$ cat config.mk
export PLATFORM = sky130hd
export DESIGN_NAME = lrutlb_order
export DESIGN_NICKNAME = d
export VERILOG_FILES = /design/src/hdl/lrutlb_pkg.sv /design/src/hdl/lrutlb_order.sv
export SDC_FILE = /design/constraint.sdc
export NUM_CORES = 2
export LEC_CHECK = 0
export BUFFER_PORTS_ARGS = -buffer_cell sky130_fd_sc_hd__buf_2
export CAP_MARGIN = 15
export CORE_UTILIZATION = 45
export DETAILED_ROUTE_END_ITERATION = 7
export PLACE_DENSITY = 0.66
export SYNTH_ARGS = -nofsm -noshare
export SYNTH_HDL_FRONTEND = slang
export SYNTH_SLANG_ARGS = --single-unit
$ cat constraint.sdc
create_clock -name clock -period 26.3 [get_ports clock]
set_input_delay 2.63 -clock clock [delete_from_list [all_inputs] [get_ports clock]]
set_output_delay 2.63 -clock clock [all_outputs]
set_load 0.02 [all_outputs]
$ cat src/hdl/lrutlb_pkg.sv
// ----------------------------------------------------------------------------
// lrutlb_pkg
// Shared sizes, codes and payload types for the fully associative
// translation buffer with least-recently-used replacement.
// ----------------------------------------------------------------------------
package lrutlb_pkg;

   localparam int ENTRY_COUNT      = 64;
   localparam int PAGE_OFFSET_BITS = 12;
   localparam int ADDR_W           = 32;
   localparam int XLAT_W           = 32;
   localparam int PAGE_W           = ADDR_W - PAGE_OFFSET_BITS;
   localparam int INDEX_W          = $clog2(ENTRY_COUNT);
   localparam int COUNT_W          = $clog2(ENTRY_COUNT + 1);
   localparam int CSR_W            = 6;
   localparam int OCC_W            = 7;
   localparam int TOTAL_W          = 32;

   typedef logic [ENTRY_COUNT-1:0] entry_vec_type;
   typedef logic [INDEX_W-1:0]     index_type;
   typedef logic [COUNT_W-1:0]     count_type;
   typedef logic [PAGE_W-1:0]      page_type;
   typedef logic [CSR_W-1:0]       csr_type;

   localparam entry_vec_type FIRST_ENTRY = {{(ENTRY_COUNT-1){1'b0}}, 1'b1};
   localparam index_type     LAST_RANK   = index_type'(ENTRY_COUNT - 1);
   localparam count_type     FULL_COUNT  = count_type'(ENTRY_COUNT);
   localparam csr_type       ADDR_BITS_RESET = csr_type'(32);

   typedef enum logic [1:0] {
      OP_LOOKUP     = 2'd0,
      OP_INSERT     = 2'd1,
      OP_INVALIDATE = 2'd2
   } opcode_type;

   typedef enum logic [2:0] {
      STATUS_HIT         = 3'd0,
      STATUS_MISS        = 3'd1,
      STATUS_BAD_ADDRESS = 3'd2,
      STATUS_INSERTED    = 3'd3,
      STATUS_EVICTED     = 3'd4,
      STATUS_INVALIDATED = 3'd5,
      STATUS_NOT_FOUND   = 3'd6
   } status_type;

   typedef struct packed {
      logic [1:0]        opcode;
      logic [ADDR_W-1:0] vaddr;
      logic [XLAT_W-1:0] translation_in;
   } req_payload_type;

   typedef struct packed {
      status_type         status;
      logic [XLAT_W-1:0]  translation_out;
      logic [OCC_W-1:0]   occupancy;
      logic [TOTAL_W-1:0] lookup_total;
      logic [TOTAL_W-1:0] miss_total;
   } rsp_payload_type;

   // update command into the entry array, already qualified by the pipeline
   typedef struct packed {
      logic     lookup;
      logic     insert;
      logic     invalidate;
      page_type page;
   } cmd_type;

   typedef struct packed {
      logic      hit;
      logic      full;
      index_type slot;
   } match_type;

endpackage

$ cat src/hdl/lrutlb_order.sv
// ----------------------------------------------------------------------------
// lrutlb_order
// Entry tags, valid bits and age ranks. Parallel page compare, victim and
// free-slot select, and the rank update for promote and remove.
// ----------------------------------------------------------------------------
module lrutlb_order (
   input  logic                  clock,
   input  logic                  reset,
   input  lrutlb_pkg::cmd_type   cmd,
   output lrutlb_pkg::match_type match,
   output lrutlb_pkg::count_type occupancy
);

   lrutlb_pkg::entry_vec_type valid_ff, valid_in;
   lrutlb_pkg::index_type     rank_ff [lrutlb_pkg::ENTRY_COUNT];
   lrutlb_pkg::index_type     rank_in [lrutlb_pkg::ENTRY_COUNT];
   lrutlb_pkg::page_type      page_ff [lrutlb_pkg::ENTRY_COUNT];
   lrutlb_pkg::count_type     count_ff, count_in;

   lrutlb_pkg::entry_vec_type hit_vec, oldest_vec, free_vec, sel_vec;
   lrutlb_pkg::index_type     sel_rank, ref_rank, slot;
   logic                      hit, full, new_slot, promote, demote;

   always_comb begin
      for (int i = 0; i < lrutlb_pkg::ENTRY_COUNT; i++) begin
         hit_vec[i]    = valid_ff[i] && (page_ff[i] == cmd.page);
         oldest_vec[i] = valid_ff[i] && (rank_ff[i] == lrutlb_pkg::LAST_RANK);
      end
      // lowest clear valid bit
      free_vec = ~valid_ff & (valid_ff + lrutlb_pkg::FIRST_ENTRY);
      hit      = |hit_vec;
      full     = (count_ff == lrutlb_pkg::FULL_COUNT);
      new_slot = cmd.insert && !hit && !full;

      priority if (hit) begin
         sel_vec = hit_vec;
      end else if (full) begin
         sel_vec = (|oldest_vec) ? oldest_vec : lrutlb_pkg::FIRST_ENTRY;
      end else begin
         sel_vec = free_vec;
      end

      slot     = '0;
      sel_rank = '0;
      for (int i = 0; i < lrutlb_pkg::ENTRY_COUNT; i++) begin
         slot     = slot | (sel_vec[i] ? lrutlb_pkg::index_type'(i) : '0);
         sel_rank = sel_rank | (sel_vec[i] ? rank_ff[i] : '0);
      end

      promote  = (cmd.lookup && hit) || cmd.insert;
      demote   = cmd.invalidate && hit;
      // a fresh slot enters at the tail, so every valid entry ages
      ref_rank = new_slot ? lrutlb_pkg::index_type'(count_ff) : sel_rank;
   end

   always_comb begin
      valid_in = valid_ff;
      for (int i = 0; i < lrutlb_pkg::ENTRY_COUNT; i++) begin
         rank_in[i] = rank_ff[i];
         if (promote) begin
            if (sel_vec[i]) begin
               rank_in[i] = '0;
               if (new_slot) begin
                  valid_in[i] = 1'b1;
               end
            end else if (valid_ff[i] && (rank_ff[i] < ref_rank)) begin
               rank_in[i] = rank_ff[i] + lrutlb_pkg::index_type'(1);
            end
         end else if (demote) begin
            if (sel_vec[i]) begin
               rank_in[i]  = '0;
               valid_in[i] = 1'b0;
            end else if (valid_ff[i] && (rank_ff[i] > ref_rank)) begin
               rank_in[i] = rank_ff[i] - lrutlb_pkg::index_type'(1);
            end
         end
      end

      priority if (new_slot) begin
         count_in = count_ff + lrutlb_pkg::count_type'(1);
      end else if (demote) begin
         count_in = count_ff - lrutlb_pkg::count_type'(1);
      end else begin
         count_in = count_ff;
      end
   end

   always_ff @(posedge clock) begin
      if (reset) begin
         valid_ff <= '0;
         count_ff <= '0;
         for (int i = 0; i < lrutlb_pkg::ENTRY_COUNT; i++) begin
            rank_ff[i] <= '0;
         end
      end else begin
         valid_ff <= valid_in;
         count_ff <= count_in;
         for (int i = 0; i < lrutlb_pkg::ENTRY_COUNT; i++) begin
            rank_ff[i] <= rank_in[i];
         end
      end
   end

   // tags are only read behind a valid bit
   always_ff @(posedge clock) begin
      for (int i = 0; i < lrutlb_pkg::ENTRY_COUNT; i++) begin
         if (cmd.insert && !hit && sel_vec[i]) begin
            page_ff[i] <= cmd.page;
         end
      end
   end

   assign match.hit  = hit;
   assign match.full = full;
   assign match.slot = slot;
   assign occupancy  = count_ff;

endmodule

==> flow_summary.yaml <==
sta:
  period_share_pct: 51.2
  finalSetupViolCount: 0
  finalHoldViolCount: 0
  clock.fmax_mhz: 74.3
  worst_pin_slew_ns: 1.40
  finalSetupTns_ns: 0
  finalMaxSlewViolations: 0
  fin_worst_skew_ns: 0.0795
  min_period_ns: 13.46
  rsz0062_at_grt: "false"
  setup_ws_ns: 12.84
  slew_headroom_pct: 6.48
drt:
  firstDrtPassIters: 8
  routed_wl_um: 445000
  drc: 0
  via_per_inst: 6.53
  wl_per_cell_um: 36.1
  vias: 80500
  final_antenna_net_count: 0
  drt_iter0_markers: 10000
clock_network:
  clock-sinks: 1735
  cts_hold_buffers: 0
  cts_resized: 0
  clk_pin_slew_ns: 0.06
  cts_tree: "yes"
  cts_buffers: 189
  cts_root_buffer: "clkbuf_16"
  insertion_delay_ns: 0.88
  cts_buffer_depth: 3
  postCtsSetupBuffers: 0
  htree_num_levels: 4
global_routing:
  grt_pass1_vias: 73800
  grt_pass1_wl_um: 608000
  grt-ovfl-total: 0
  grt_start_max_net_pins: 79
  grtUsageTotal_pct: 39.9
  antenna_found_initial: 65
yosys:
  synthDistinctLibCells: 104
  yosysSeqAreaShare_pct: 48.6
  async_flop_share_pct: 0
  synth_area_leaders: "edfxtp_1, xnor2_1, dfxtp_1, ha_1, xor2_1"
  yosysWarnings: 0
  post-synth-top-area-cell: "edfxtp_1"
  synth_ff_type: "edfxtp_1"
  netlist_area_um2: 97800
  yosys.cell_count.top_type: "edfxtp_1"
  synth_top_area_share_pct: 39.3
  synthCells: 9298
  synthTopCellsByCount: "edfxtp_1, xnor2_1, nand2_1"
  syn_nets: 9713
  syn_avg_cell_area_um2: 10.5
  synth_edf_count: 1280
  synth-seq-cells: 1735
critical_path:
  reg2reg_depth: 25
  critPathRequiredTime_ns: 23.67
  crit_type: "in -> out"
  critPathLaunchType: "input pin"
  crit_top_cell: "buf_4"
  reg2reg_slack_ns: 15.61
  r2r_start: "page_ff[0][185]"
  cp.buffers_inverters: 8
  timing.rr.end: "rank_ff[1][39]"
  slowest_delay_ns: 0.73
  critPathCaptureType: "primary output"
  crit_path_top_delay_cell: "nor4_1"
  cp_cell_sequence: "buf_6 > buf_4 > buf_4 > xnor2_1 > nand4_1 > nor4_1 > nand4_1 > nand4_1 > nor4_1 > and4_1 > inv_2 > buf_4 > buf_4 > o21bai_1 > buf_4 > nor4_1 > nand2_1 > nor4_1 > nand4_1 > or4_1 > buf_2"
  critPathMaxFanout: 53
  path_delay_family: "simple AND/OR/NAND/NOR gates"
  arrival_ns: 10.83
placed_design:
  placed_cell_area_um2: 102000
  dpl.cell_count: 11900
  numPortBuffers: 39
  place.gp.congestion: 1.11
  place_ws_ns: 12.58
  hpwlAfterDp_um: 325000
floorplan:
  start_util_pct: 45.5
  dieWidth_um: 468
  ios: 40
  die_y_um: 468
  die-area_um2: 219000
  core_um2: 215000
  row_count: 170
power:
  p_leak_nw: 36.4
  cellPowerDensity_nw_per_um2: 59.0
  vdd_drop_max_mv: 0.0722
cells_and_area:
  drive_gt1_share_pct: 9.29
  final_nets: 9712
  utilization_pct: 50.3
  area_growth_pct: 10.7
  fin_cells: 12300
  fin_area_um2: 108000
min_path:
  min_delay_path_depth: 2
  hold_class: "reg -> reg"
  worstHoldEndpoint: "rank_ff[1][48]"
  min-delay-start: "rank_ff[1][48]"
job:
  cap_violations: 0
run_status:
  status: "complete, no violations"
metal layers:
metal  GRT usage [%]  wire [um]  vias up
met5               0        214        -
met4            27.2      36800       30
met3            8.66      39500     1202
met2            58.3     187000     4473
met1            52.6     181000    40200
li1                -          -    34600
layout make-up:
type                    instances  area [um^2]
flip-flops and latches       1735        47500
fillers                     19200       107000
clock inverters               107         1230
clock buffers                 245         5120
inverters                     366         1380
repair buffers                364         2950
multi-input cells            6641        46400
diodes                         32         80.1
well taps                    2838         3550
power by group:
| group | internal, mW | switching [mW] | total (mW) | leakage (nW) |
|---|---|---|---|---|
| clock network | 1.53 | 1.20 | 2.73 | 3.07 |
| registers | 2.94 | 0.0145 | 2.96 | 15.2 |
| logic | 0.229 | 0.475 | 0.705 | 18.2 |
state kept, by name (all words and copies together), names as in the netlist:
| register | cells |
|---|---|
| valid_ff | 64 |
| rank_ff | 384 |
| occupancy | 7 |
| page_ff | 1280 |
cell usage in the layout, fill, tap and decap left out, drive strengths merged, types with 72 or more instances in the layout:
| cell type | instances |
|---|---|
| edfxtp | 1280 |
| xnor2 | 1102 |
| nand2 | 673 |
| nor2 | 479 |
| dfxtp | 455 |
| nand4 | 455 |
| ha | 389 |
| o21ai | 389 |
| inv | 372 |
| xor2 | 371 |
| buf | 364 |
| a21oi | 354 |
| nand3 | 325 |
| nor4 | 263 |
| clkbuf | 245 |
| nor3 | 238 |
| o31ai | 102 |
| a31oi | 95 |
| a21o | 89 |
| or4 | 79 |
| mux2i | 77 |
| clkinv | 77 |
| a221oi | 76 |
| a22oi | 72 |
stage by stage:
stage	hold WS, ns	power [mW]
2_1_floorplan	0.473	3.48
4_1_cts	0.518	6.41
6_report	0.520	6.39
3_5_place_dp	0.501	3.71
5_1_grt	0.552	6.57
3_3_place_gp	0.503	3.69
worst max-delay path by stage:
stage	start	cells after the start	end	slack, ns
after floorplan	cmd[17]	20	rank_ff[1][188]	14.52
after global placement	cmd[17]	28	rank_ff[1][39]	12.60
after detailed placement	cmd[17]	31	rank_ff[1][187]	12.58
after CTS	cmd[0]	21	match[2]	13.11
after global routing	cmd[0]	31	rank_ff[1][187]	12.77
final	cmd[0]	21	match[2]	12.84
worst min-delay path, delay by kind of cell (launching register included):
family | cells | cell delay, ns
AND/OR/NAND/NOR | 1 | 0.07
flip-flops | 1 | 0.34
AO/OA/AOI/OAI | 1 | 0.06
cell families after synthesis:
group | count (synthesis) | share of synthesized area, %
adder cells (fa/ha/maj) | 452 | 5.63
buffers and inverters | 922 | 4.36
multiplexers | 104 | 1.11
AND/OR/NAND/NOR | 2864 | 15.0
AO/OA/AOI/OAI | 1748 | 12.1
flip-flops | 1735 | 48.6
XOR/XNOR | 1473 | 13.2
No activity file was read; power rests on OpenSTA's default activity.
